--- src/rtl/cprf_pkg.sv ---
package cprf_pkg;

  localparam int DEF_TUNNEL_ENTRIES    = 8;
  localparam int DEF_WHITELIST_ENTRIES = 32;
  localparam int DEF_MAX_PACKET_BYTES  = 512;
  localparam logic [15:0] DEF_UNUSED_ID = 16'd0;

  localparam int IDX_W   = 6;
  localparam int SLOT_W  = 4;

  typedef enum logic [1:0] {
    KIND_PACKET    = 2'd0,
    KIND_TUNNEL    = 2'd1,
    KIND_WHITELIST = 2'd2,
    KIND_CLEAR     = 2'd3
  } kind_e;

  typedef enum logic [2:0] {
    VERDICT_FORWARDED    = 3'd0,
    VERDICT_NOT_LISTED   = 3'd1,
    VERDICT_TOO_LONG     = 3'd2,
    VERDICT_LEN_MISMATCH = 3'd3,
    VERDICT_BAD_CHECKSUM = 3'd4,
    VERDICT_TABLE_OK     = 3'd5,
    VERDICT_BAD_INDEX    = 3'd6
  } verdict_e;

  typedef enum logic [2:0] {
    ST_IDLE,
    ST_LOOKUP,
    ST_REMAP,
    ST_SEARCH,
    ST_DECIDE
  } state_e;

  // Commands from the controller to the datapath.
  typedef struct packed {
    logic load;
    logic lookup;
    logic remap;
    logic search;
    logic decide;
  } cprf_cmd_t;

  // Status from the datapath to the controller.
  typedef struct packed {
    logic is_packet;
  } cprf_sts_t;

endpackage

--- src/rtl/command_packet_remap_filter_unit.sv ---
// A packet beat goes through load, tunnel match, remap, whitelist compare and
// decision, one register stage each, before the next beat is accepted.
// Table writes and counter clears skip the remap and compare steps.
// The result is held in an output register; a decision waits only while that
// register is still stalled.
// Reset clears the tables' valid bits, the counters and the last-remap record.
module command_packet_remap_filter_unit #(
  parameter int          TUNNEL_ENTRIES    = cprf_pkg::DEF_TUNNEL_ENTRIES,
  parameter int          WHITELIST_ENTRIES = cprf_pkg::DEF_WHITELIST_ENTRIES,
  parameter int          MAX_PACKET_BYTES  = cprf_pkg::DEF_MAX_PACKET_BYTES,
  parameter logic [15:0] UNUSED_ID         = cprf_pkg::DEF_UNUSED_ID
) (
  input  logic        clk_i,
  input  logic        rst_ni,
  input  logic        in_valid_i,
  output logic        in_stall_o,
  input  logic [1:0]  kind_i,
  input  logic [15:0] msg_id_i,
  input  logic [15:0] header_length_i,
  input  logic [15:0] received_length_i,
  input  logic        checksum_ok_i,
  input  logic [5:0]  entry_index_i,
  input  logic        entry_enable_i,
  input  logic [15:0] new_msg_id_i,
  output logic        out_valid_o,
  input  logic        out_stall_i,
  output logic        forward_o,
  output logic [15:0] out_msg_id_o,
  output logic [2:0]  verdict_o,
  output logic        remapped_o,
  output logic [15:0] received_count_o,
  output logic [15:0] error_count_o,
  output logic [15:0] mapping_count_o,
  output logic [3:0]  last_map_index_o,
  output logic [15:0] last_map_original_o,
  output logic [15:0] last_map_replacement_o
);
  import cprf_pkg::*;

  cprf_cmd_t cmd;
  cprf_sts_t sts;

  cprf_ctrl u_ctrl (
    .clk_i       (clk_i),
    .rst_ni      (rst_ni),
    .in_valid_i  (in_valid_i),
    .in_stall_o  (in_stall_o),
    .out_valid_o (out_valid_o),
    .out_stall_i (out_stall_i),
    .sts_i       (sts),
    .cmd_o       (cmd)
  );

  cprf_datapath #(
    .TUNNEL_ENTRIES    (TUNNEL_ENTRIES),
    .WHITELIST_ENTRIES (WHITELIST_ENTRIES),
    .MAX_PACKET_BYTES  (MAX_PACKET_BYTES),
    .UNUSED_ID         (UNUSED_ID)
  ) u_datapath (
    .clk_i                  (clk_i),
    .rst_ni                 (rst_ni),
    .cmd_i                  (cmd),
    .sts_o                  (sts),
    .kind_i                 (kind_i),
    .msg_id_i               (msg_id_i),
    .header_length_i        (header_length_i),
    .received_length_i      (received_length_i),
    .checksum_ok_i          (checksum_ok_i),
    .entry_index_i          (entry_index_i),
    .entry_enable_i         (entry_enable_i),
    .new_msg_id_i           (new_msg_id_i),
    .forward_o              (forward_o),
    .out_msg_id_o           (out_msg_id_o),
    .verdict_o              (verdict_o),
    .remapped_o             (remapped_o),
    .received_count_o       (received_count_o),
    .error_count_o          (error_count_o),
    .mapping_count_o        (mapping_count_o),
    .last_map_index_o       (last_map_index_o),
    .last_map_original_o    (last_map_original_o),
    .last_map_replacement_o (last_map_replacement_o)
  );

endmodule

--- src/rtl/cprf_ctrl.sv ---
module cprf_ctrl (
  input  logic               clk_i,
  input  logic               rst_ni,
  input  logic               in_valid_i,
  output logic               in_stall_o,
  output logic               out_valid_o,
  input  logic               out_stall_i,
  input  cprf_pkg::cprf_sts_t sts_i,
  output cprf_pkg::cprf_cmd_t cmd_o
);
  import cprf_pkg::*;

  state_e state_q, state_d;
  logic   out_valid_q, out_valid_d;

  always_ff @(posedge clk_i or negedge rst_ni) begin
    if (!rst_ni) begin
      state_q     <= ST_IDLE;
      out_valid_q <= 1'b0;
    end else begin
      state_q     <= state_d;
      out_valid_q <= out_valid_d;
    end
  end

  always_comb begin
    state_d     = state_q;
    cmd_o       = '0;
    in_stall_o  = 1'b1;
    // A waiting result is dropped once the downstream side takes the beat.
    out_valid_d = out_valid_q && out_stall_i;
    unique case (state_q)
      ST_IDLE: begin
        in_stall_o = 1'b0;
        if (in_valid_i) begin
          cmd_o.load = 1'b1;
          state_d    = ST_LOOKUP;
        end
      end
      ST_LOOKUP: begin
        cmd_o.lookup = 1'b1;
        state_d      = sts_i.is_packet ? ST_REMAP : ST_DECIDE;
      end
      ST_REMAP: begin
        cmd_o.remap = 1'b1;
        state_d     = ST_SEARCH;
      end
      ST_SEARCH: begin
        cmd_o.search = 1'b1;
        state_d      = ST_DECIDE;
      end
      ST_DECIDE: begin
        if (!out_valid_q || !out_stall_i) begin
          cmd_o.decide = 1'b1;
          out_valid_d  = 1'b1;
          state_d      = ST_IDLE;
        end
      end
      default: begin
        state_d = ST_IDLE;
      end
    endcase
  end

  assign out_valid_o = out_valid_q;

endmodule

--- src/rtl/cprf_datapath.sv ---
module cprf_datapath #(
  parameter int          TUNNEL_ENTRIES    = cprf_pkg::DEF_TUNNEL_ENTRIES,
  parameter int          WHITELIST_ENTRIES = cprf_pkg::DEF_WHITELIST_ENTRIES,
  parameter int          MAX_PACKET_BYTES  = cprf_pkg::DEF_MAX_PACKET_BYTES,
  parameter logic [15:0] UNUSED_ID         = cprf_pkg::DEF_UNUSED_ID
) (
  input  logic                clk_i,
  input  logic                rst_ni,
  input  cprf_pkg::cprf_cmd_t cmd_i,
  output cprf_pkg::cprf_sts_t sts_o,
  input  logic [1:0]          kind_i,
  input  logic [15:0]         msg_id_i,
  input  logic [15:0]         header_length_i,
  input  logic [15:0]         received_length_i,
  input  logic                checksum_ok_i,
  input  logic [5:0]          entry_index_i,
  input  logic                entry_enable_i,
  input  logic [15:0]         new_msg_id_i,
  output logic                forward_o,
  output logic [15:0]         out_msg_id_o,
  output logic [2:0]          verdict_o,
  output logic                remapped_o,
  output logic [15:0]         received_count_o,
  output logic [15:0]         error_count_o,
  output logic [15:0]         mapping_count_o,
  output logic [3:0]          last_map_index_o,
  output logic [15:0]         last_map_original_o,
  output logic [15:0]         last_map_replacement_o
);
  import cprf_pkg::*;

  localparam int TIDX_W = (TUNNEL_ENTRIES > 1) ? $clog2(TUNNEL_ENTRIES) : 1;
  localparam int WIDX_W = (WHITELIST_ENTRIES > 1) ? $clog2(WHITELIST_ENTRIES) : 1;

  // Beat held for the whole of its processing.
  logic [1:0]       kind_q;
  logic [15:0]      id_q, hlen_q, rlen_q, newid_q;
  logic             csum_q, ena_q;
  logic [IDX_W-1:0] idx_q;

  // Tables.
  logic [TUNNEL_ENTRIES-1:0]    tun_valid_q;
  logic [15:0]                  tun_orig_q [TUNNEL_ENTRIES];
  logic [15:0]                  tun_repl_q [TUNNEL_ENTRIES];
  logic [WHITELIST_ENTRIES-1:0] wl_valid_q;
  logic [15:0]                  wl_id_q [WHITELIST_ENTRIES];

  // Working registers.
  logic                         tun_hit_q, tun_hit_d;
  logic [TIDX_W-1:0]            tun_slot_q, tun_slot_d;
  logic [TUNNEL_ENTRIES-1:0]    tun_vec;
  logic [15:0]                  mapped_id_q;
  logic [WHITELIST_ENTRIES-1:0] wl_vec_q, wl_vec_d;

  // Status and result registers.
  logic [15:0]       seen_q, seen_d, rej_q, rej_d, maps_q, maps_d;
  logic [SLOT_W-1:0] last_slot_q, last_slot_d;
  logic [15:0]       last_from_q, last_from_d, last_to_q, last_to_d;
  logic              fwd_q, fwd_d, remap_out_q, remap_out_d;
  logic [15:0]       outid_q, outid_d;
  verdict_e          verdict_q, verdict_d;

  logic too_long, len_mismatch, tun_idx_ok, wl_idx_ok, tun_wr, wl_wr;

  assign too_long     = rlen_q > 16'(MAX_PACKET_BYTES);
  assign len_mismatch = hlen_q != rlen_q;
  assign tun_idx_ok   = idx_q < IDX_W'(TUNNEL_ENTRIES);
  assign wl_idx_ok    = 7'(idx_q) < 7'(WHITELIST_ENTRIES);
  assign tun_wr = cmd_i.decide && (kind_e'(kind_q) == KIND_TUNNEL) && tun_idx_ok;
  assign wl_wr  = cmd_i.decide && (kind_e'(kind_q) == KIND_WHITELIST) && wl_idx_ok;

  assign sts_o.is_packet = kind_e'(kind_q) == KIND_PACKET;

  always_ff @(posedge clk_i) begin
    if (cmd_i.load) begin
      kind_q  <= kind_i;
      id_q    <= msg_id_i;
      hlen_q  <= header_length_i;
      rlen_q  <= received_length_i;
      csum_q  <= checksum_ok_i;
      idx_q   <= entry_index_i;
      ena_q   <= entry_enable_i;
      newid_q <= new_msg_id_i;
    end
  end

  // Tunnel match: one comparator per entry, lowest enabled match wins.
  always_comb begin
    tun_hit_d  = 1'b0;
    tun_slot_d = '0;
    for (int k = 0; k < TUNNEL_ENTRIES; k++) begin
      tun_vec[k] = tun_valid_q[k] && (tun_orig_q[k] == id_q);
    end
    for (int k = TUNNEL_ENTRIES - 1; k >= 0; k--) begin
      if (tun_vec[k]) begin
        tun_hit_d  = 1'b1;
        tun_slot_d = TIDX_W'(k);
      end
    end
    // Overlong packets are never remapped.
    tun_hit_d = tun_hit_d && !too_long;
  end

  always_comb begin
    for (int k = 0; k < WHITELIST_ENTRIES; k++) begin
      wl_vec_d[k] = wl_valid_q[k] && (wl_id_q[k] == mapped_id_q);
    end
  end

  always_ff @(posedge clk_i) begin
    if (cmd_i.lookup) begin
      tun_hit_q  <= tun_hit_d;
      tun_slot_q <= tun_slot_d;
    end
    if (cmd_i.remap) begin
      mapped_id_q <= tun_hit_q ? tun_repl_q[tun_slot_q] : id_q;
    end
    if (cmd_i.search) begin
      wl_vec_q <= wl_vec_d;
    end
  end

  always_ff @(posedge clk_i or negedge rst_ni) begin
    if (!rst_ni) begin
      tun_valid_q <= '0;
      for (int k = 0; k < TUNNEL_ENTRIES; k++) begin
        tun_orig_q[k] <= UNUSED_ID;
        tun_repl_q[k] <= UNUSED_ID;
      end
    end else if (tun_wr) begin
      tun_valid_q[idx_q[TIDX_W-1:0]] <= ena_q;
      tun_orig_q[idx_q[TIDX_W-1:0]]  <= ena_q ? id_q : UNUSED_ID;
      tun_repl_q[idx_q[TIDX_W-1:0]]  <= ena_q ? newid_q : UNUSED_ID;
    end
  end

  always_ff @(posedge clk_i or negedge rst_ni) begin
    if (!rst_ni) begin
      wl_valid_q <= '0;
    end else if (wl_wr) begin
      wl_valid_q[idx_q[WIDX_W-1:0]] <= ena_q;
    end
  end

  // Whitelist ids are only compared behind their valid bits.
  always_ff @(posedge clk_i) begin
    if (wl_wr) begin
      wl_id_q[idx_q[WIDX_W-1:0]] <= ena_q ? id_q : 16'd0;
    end
  end

  always_comb begin
    seen_d      = seen_q;
    rej_d       = rej_q;
    maps_d      = maps_q;
    last_slot_d = last_slot_q;
    last_from_d = last_from_q;
    last_to_d   = last_to_q;
    fwd_d       = 1'b0;
    remap_out_d = 1'b0;
    outid_d     = 16'd0;
    verdict_d   = VERDICT_TABLE_OK;
    unique case (kind_e'(kind_q))
      KIND_PACKET: begin
        seen_d      = seen_q + 16'd1;
        outid_d     = mapped_id_q;
        remap_out_d = tun_hit_q;
        if (tun_hit_q) begin
          maps_d      = maps_q + 16'd1;
          last_slot_d = SLOT_W'(tun_slot_q);
          last_from_d = id_q;
          last_to_d   = mapped_id_q;
        end
        if (too_long) begin
          rej_d     = rej_q + 16'd1;
          verdict_d = VERDICT_TOO_LONG;
        end else if (len_mismatch) begin
          rej_d     = rej_q + 16'd1;
          verdict_d = VERDICT_LEN_MISMATCH;
        end else if (!csum_q && !tun_hit_q) begin
          rej_d     = rej_q + 16'd1;
          verdict_d = VERDICT_BAD_CHECKSUM;
        end else if (|wl_vec_q) begin
          fwd_d     = 1'b1;
          verdict_d = VERDICT_FORWARDED;
        end else begin
          verdict_d = VERDICT_NOT_LISTED;
        end
      end
      KIND_TUNNEL: begin
        if (!tun_idx_ok) verdict_d = VERDICT_BAD_INDEX;
      end
      KIND_WHITELIST: begin
        if (!wl_idx_ok) verdict_d = VERDICT_BAD_INDEX;
      end
      KIND_CLEAR: begin
        seen_d      = 16'd0;
        rej_d       = 16'd0;
        maps_d      = 16'd0;
        last_slot_d = SLOT_W'(TUNNEL_ENTRIES);
        last_from_d = UNUSED_ID;
        last_to_d   = UNUSED_ID;
      end
      default: begin
        verdict_d = VERDICT_TABLE_OK;
      end
    endcase
  end

  always_ff @(posedge clk_i or negedge rst_ni) begin
    if (!rst_ni) begin
      seen_q      <= 16'd0;
      rej_q       <= 16'd0;
      maps_q      <= 16'd0;
      last_slot_q <= SLOT_W'(TUNNEL_ENTRIES);
      last_from_q <= UNUSED_ID;
      last_to_q   <= UNUSED_ID;
    end else if (cmd_i.decide) begin
      seen_q      <= seen_d;
      rej_q       <= rej_d;
      maps_q      <= maps_d;
      last_slot_q <= last_slot_d;
      last_from_q <= last_from_d;
      last_to_q   <= last_to_d;
    end
  end

  always_ff @(posedge clk_i) begin
    if (cmd_i.decide) begin
      fwd_q       <= fwd_d;
      remap_out_q <= remap_out_d;
      outid_q     <= outid_d;
      verdict_q   <= verdict_d;
    end
  end

  // The counters only move on a decision, which waits for the previous beat
  // to leave, so they can be shown directly.
  assign forward_o              = fwd_q;
  assign out_msg_id_o           = outid_q;
  assign verdict_o              = verdict_q;
  assign remapped_o             = remap_out_q;
  assign received_count_o       = seen_q;
  assign error_count_o          = rej_q;
  assign mapping_count_o        = maps_q;
  assign last_map_index_o       = last_slot_q;
  assign last_map_original_o    = last_from_q;
  assign last_map_replacement_o = last_to_q;

endmodule

--- config.mk ---
export PLATFORM = sky130hd
export DESIGN_NAME = command_packet_remap_filter_unit
export DESIGN_NICKNAME = d
export VERILOG_FILES = /design/src/rtl/cprf_pkg.sv /design/src/rtl/command_packet_remap_filter_unit.sv /design/src/rtl/cprf_ctrl.sv /design/src/rtl/cprf_datapath.sv
export SDC_FILE = /design/constraint.sdc
export NUM_CORES = 2
export LEC_CHECK = 0
export BUFFER_PORTS_ARGS = -buffer_cell sky130_fd_sc_hd__buf_2
export CORE_UTILIZATION = 35
export DETAILED_ROUTE_END_ITERATION = 8
export GPL_TIMING_DRIVEN = 0
export SLEW_MARGIN = 20
export SYNTH_ARGS = -nofsm -noshare
export SYNTH_HDL_FRONTEND = slang
export SYNTH_SLANG_ARGS = --single-unit
--- constraint.sdc ---
create_clock -name clk_i -period 11 [get_ports clk_i]
set_input_delay 2.2 -clock clk_i [delete_from_list [all_inputs] [get_ports clk_i]]
set_output_delay 2.2 -clock clk_i [all_outputs]
set_load 0.02 [all_outputs]
Word level (Yosys, flattened, before mapping)
Memories as Yosys holds them, arrays and structs flattened.
Index checks and enable logic that the tools add are counted.

word-level totals
  word-level logic and storage cells = 248
  register bits = 531
  input bits = 78
  RAM bits = 512
  output and inout bits = 107
  memories kept = 1

memories
  memory              words  width  rd ports  clocked after Yosys merged registers in  write ports  line                 RTL
  u_datapath.wl_id_q  32     16     32        0                                        1            cprf_datapath.sv:46  logic [15:0] wl_id_q [WHITELIST_ENTRIES];

cells by class
  equality and inequality tests = 52
  add/sub/neg operators = 3
  mux-type cells = 68
  magnitude comparators = 10
  reductions and logical operators = 67
  bitwise operators = 3

operators with widths
  kind                                                                           count
  16-bit == test                                                                 40
  128-bit bitwise mux                                                            2
  16-bit two-way mux                                                             12
  16-bit one-hot mux with 2 select lines                                         5
  1-bit logical AND                                                              50
  16-bit by 1-bit adder with 16-bit output (second input constant)               3
  16-bit binary-select mux with 3-bit select                                     1
  16-bit demux with 3-bit select                                                 1
  32-bit bitwise mux                                                             1
  32-bit OR reduction                                                            1
  3-bit two-way mux                                                              10
  1-bit two-way mux                                                              25
  16-bit by 10-bit > comparator with 1-bit output (second input constant)        1
  16-bit != test                                                                 1
  3-bit one-hot mux with 5 select lines                                          1
  3-bit one-hot mux with 3 select lines                                          1
  8-bit bitwise mux                                                              1
  4-bit >= comparator (second input constant)                                    2
  2-bit two-way mux                                                              4
  3-bit inverter with 4-bit output                                               2
  4-bit one-hot mux with 2 select lines                                          1
  4-bit OR reduction                                                             2
  3-bit by 2-bit == test with 1-bit output (second input constant)               2
  5-bit by 6-bit less-than comparator with 1-bit output (second input constant)  1
  other kinds (25)                                                               33

Logic depth before layout (Yosys ltp)
  depth after elaboration = 11
  mapped depth = 11
  gate-level depth less buffers = 9

Cells and area by module
From an unflattened synthesis, not the netlist that was laid out.

second synthesis, totals
  cell total of the unflattened synthesis = 3286
  area, all modules = 43710.7 sq um

modules (own cells, without submodules)
  module         area an instance (sq um)  times used  seq. area each (sq um)  cells an instance
  cprf_datapath  43508.0                   1           29299.4                 3264
  cprf_ctrl      202.7                     1           100.1                   22

Worst setup path before layout
Ideal clock, no wire load.

  path kind = in2reg
  start point = input port in_valid_i
  end point = register u_datapath.csum_q (enable)
  buffers on the path = 0
  setup time = 507 ps
  slack = 5174 ps
  required time = 10493 ps
  cell stages on the path = 2
  data arrival time = 5319 ps
  cells stage by stage = inv_1 nor2_1

RTL lines
  what                  line                                    RTL
  start, declared       command_packet_remap_filter_unit.sv:15  input logic in_valid_i,
  end signal, assigned  cprf_datapath.sv:80                     csum_q <= checksum_ok_i;
  end, declared         cprf_datapath.sv:38                     logic csum_q, ena_q;

Worst setup path in the final report
  start point = input port out_stall_i
  end point = register u_datapath.wl_valid_q[27]

on the way
  word-level cells in the longest chain between the ends = 6

RTL lines
  what                             line                                    RTL
  start, declared                  command_packet_remap_filter_unit.sv:26  input logic out_stall_i,
  1-bit zero test                  cprf_ctrl.sv:53                         if (!out_valid_q || !out_stall_i) begin
  1-bit logical OR                 cprf_ctrl.sv:53
  1-bit two-way mux                cprf_ctrl.sv:53
  1-bit two-way mux                cprf_ctrl.sv:32                         unique case (state_q)
  1-bit logical AND (2 in series)  cprf_datapath.sv:70                     assign wl_wr = cmd_i.decide && (kind_e'(kind_q) == KIND_WHITELIST) && wl_idx_ok;
  end signal, assigned by index    cprf_datapath.sv:141                    wl_valid_q[idx_q[WIDX_W-1:0]] <= ena_q;
  end, declared                    cprf_datapath.sv:45                     logic [WHITELIST_ENTRIES-1:0] wl_valid_q;

Every way passes these cells.
A chain may end at the register's enable or synchronous reset.

==> impl_metrics.py <==
metrics = {
    "timing": {
        "tns_ns": 0,
        "relSlewSlack": 0.1971,
        "rsz0062_at_grt": "no",
        "min_period_ns": 5.109,
        "setup_viol": 0,
        "finalCritPeriodShare": 0.4645,
        "max_freq_ghz": 0.1957,
        "slew_violations": 0,
        "finClkSkew_ns": 0.02448,
        "hold_violations": 0,
        "worst_pin_slew_ns": 1.204,
    },
    "synth": {
        "synth_seq_cells": 1043,
        "synth_edf_count": 659,
        "yosys.area.top_type": "edfxtp_1",
        "synth.cell_area_sq_um": 43620,
        "yosysTopAreaCellShare": 0.4537,
        "avgSynthCellArea_sq_um": 13.29,
        "synth_warnings": 0,
        "ys.flop_type": "edfxtp_1",
        "synthArstFlopShare": 0.3682,
        "synth_cell_types": 47,
        "seq_area_frac_synth": 0.6741,
        "synth_nets": 3367,
        "synth.area.top_cells": "edfxtp_1, dfrtp_1, xnor2_1, nand2_1, xor2_1",
        "syn_inst": 3281,
    },
    "layout": {
        "drive_above_1_share": 0.1500,
        "final_cell_mix": "edfxtp_1, xnor2_1, nand2_1",
        "area_growth_pct": 16.14,
        "utilization": 0.4097,
        "layout.cells.most_common": "edfxtp_1",
        "layout.nets": 3686,
    },
    "clock_network": {
        "clk_path_buf_depth": 3,
        "cts_root_buf": "clkbuf_16",
        "path_clk_slew_ns": 0.06,
        "post_cts_buffers": 0,
        "hold_buffers": 0,
        "h-tree-depth": 3,
        "cts_resized": 0,
        "cts.sinks": 1043,
        "cts_tree": "yes",
        "worstSkewPairLatency_ns": 0.68,
        "numCtsBuffers": 102,
    },
    "drt": {
        "drtIter0Drc": 3085,
        "via_per_inst": 5.248,
        "totalWireLength_um": 133700,
        "drc": 0,
        "postRouteAntennaNets": 0,
        "drt-wirelength-per-cell_um": 25.11,
        "vias": 27950,
        "first_pass_iters": 7,
    },
    "critical_path": {
        "worstSetupStartpointType": "input pin",
        "cp_slowest_cell": "nor3_1",
        "cp-end-kind": "flip-flop",
        "cp.required_ns": 11.56,
        "critPathMaxFanout": 17,
        "criticalPathCategory": "in -> reg",
        "critPathBufInv": 2,
        "cp_cell_sequence": "buf_2 -> and2_1 -> clkbuf_1 -> nor3_1 -> nand2_1 -> nor2_1 -> nand3_1 -> nor2_2 -> mux2_2",
        "critPathTopFamily": "simple AND/OR/NAND/NOR gates",
        "cpPeakStageDelay_ns": 0.95,
        "critPathArrivalTime_ns": 5.67,
    },
    "run": {
        "maxCapViolations": 0,
    },
    "floorplanning": {
        "core-area_sq_um": 123600,
        "io_pins": 185,
        "die_h_um": 355.0,
        "initial_utilization": 0.3528,
        "rows": 129,
        "die_w_um": 355.0,
        "fp.dieArea_sq_um": 126000,
    },
    "min_path": {
        "min_path_type": "reg -> reg",
    },
    "global_routing": {
        "gr-total-overflow": 0,
        "grt_pass1_wl_um": 192100,
        "grt_pass1_vias": 27030,
        "antenna_found_initial": 2,
        "grt_usage": 0.2099,
        "grt_max_degree": 94,
    },
    "placement": {
        "numPortBuffers": 184,
        "place_hpwl_um": 86380,
        "gp_congestion": 0.8442,
    },
    "pwr": {
        "vdd_ir_drop_max_uv": 131.7,
        "total_power_mw": 10.05,
        "p_leak_nw": 18.42,
        "power.density_nw_per_um2": 198.4,
    },
    "status": {
        "status": "finished, final reports clean",
    },
}
==> final timing paths <==
path                            cells after the start  slack [ns]                                          to                              startpoint
worst max-delay path                                9        5.89       u_datapath.wl_valid_q[27]$_DFFE_PN0P_                             out_stall_i
worst min-delay path                                2        0.47      u_datapath.tun_repl_q[111]$_DFFE_PN0P_  u_datapath.tun_repl_q[111]$_DFFE_PN0P_
worst max register to register                      8        6.80       u_datapath.wl_valid_q[27]$_DFFE_PN0P_           u_ctrl.state_q[0]$_DFFE_PN0P_
worst min register to register                      2        0.47      u_datapath.tun_repl_q[111]$_DFFE_PN0P_  u_datapath.tun_repl_q[111]$_DFFE_PN0P_
max in group asynchronous                           3        8.14  u_datapath.mapping_count_o[12]$_DFFE_PN0P_                                  rst_ni
min in group asynchronous                           1        1.49       u_datapath.tun_repl_q[89]$_DFFE_PN0P_                                  rst_ni
==> cell families after synthesis <==
kind of cell / after synthesis / synth area share
DFF: 1043 / 0.6741
adders and majority gates: 8 / 0.002295
xor gates and xnor gates: 676 / 0.1357
buffers and inverters: 210 / 0.01839
and+or+nand+nor: 872 / 0.09283
AOI/OAI and AO/OA: 380 / 0.04521
muxes: 92 / 0.03147
==> sequential cells by signal, summed over array words and instances (netlist names), 32 cells and up <==
register	flops
u_datapath.tun_repl_q	128
u_datapath.wl_valid_q	32
u_datapath.tun_orig_q	128
u_datapath.wl_vec_q	32
u_datapath.wl_id_q	512
==> where the power goes <==
group | switching, mW | leakage [nW] | internal [mW]
logic | 1.37 | 5.53 | 0.545
clock network | 1.51 | 1.61 | 1.96
registers | 0.144 | 11.3 | 4.52
total | 3.02 | 18.4 | 7.03
==> per-stage QoR <==
step	std cells	hold slack [ns]	worst slack, ns	area, sq um
2_1_floorplan	3281	0.4446	5.174	43620
5_1_grt	5325	0.4978	5.831	50650
3_3_place_gp	5102	0.4559	-0.6474	46580
3_5_place_dp	5133	0.4654	5.331	47390
4_1_cts	5324	0.4800	6.046	50650
6_report	5325	0.4744	5.891	50650
==> cells in the mapped netlist, drive strengths merged (2+ instances only) <==
cell type  instances
xor2             188
nand4            129
nand2            449
mux2              41
nand2b             5
mux2i             19
a31oi              2
and2              21
o31ai              6
inv               25
or4                3
nor2              95
a22o               2
xnor2            488
o21ai            322
nor2b              4
and3               9
and4               2
a21oi             36
edfxtp           659
or3                4
a21o               6
mux4              32
nor4              93
buf               47
clkbuf           137
dfrtp            383
nand3             30
ha                 8
nor3              23
or2                3
==> worst reg2reg max path: cells and delay by family (launching register included) <==
| family | cells | cell delay, ns |
|---|---|---|
| buffers and inverters | 1 | 0.25 |
| DFF | 1 | 0.44 |
| muxes | 1 | 0.42 |
| and+or+nand+nor | 6 | 2.98 |
==> final cells by class <==
cell class | instances | area (sq um)
well taps | 1637 | 2048
repair buffers | 215 | 1558
diodes | 1 | 2.502
inverters | 26 | 97.59
plain buffers | 184 | 763.2
flip-flops and latches | 1043 | 29400
clock inverters | 35 | 287.8
multi-input cells | 2028 | 13520
clock buffers | 156 | 2977
fillers | 11660 | 72980
==> per-layer routing <==
metal	vias up	share of wire	track usage
met2	1180	0.46	0.3278
met1	14370	0.43	0.3018
li1	12200	-	-
met4	0	0.027	0.05569
met3	197	0.078	0.03538
met5	-	0	0
Note: power is estimated with default switching activity, not from simulation.
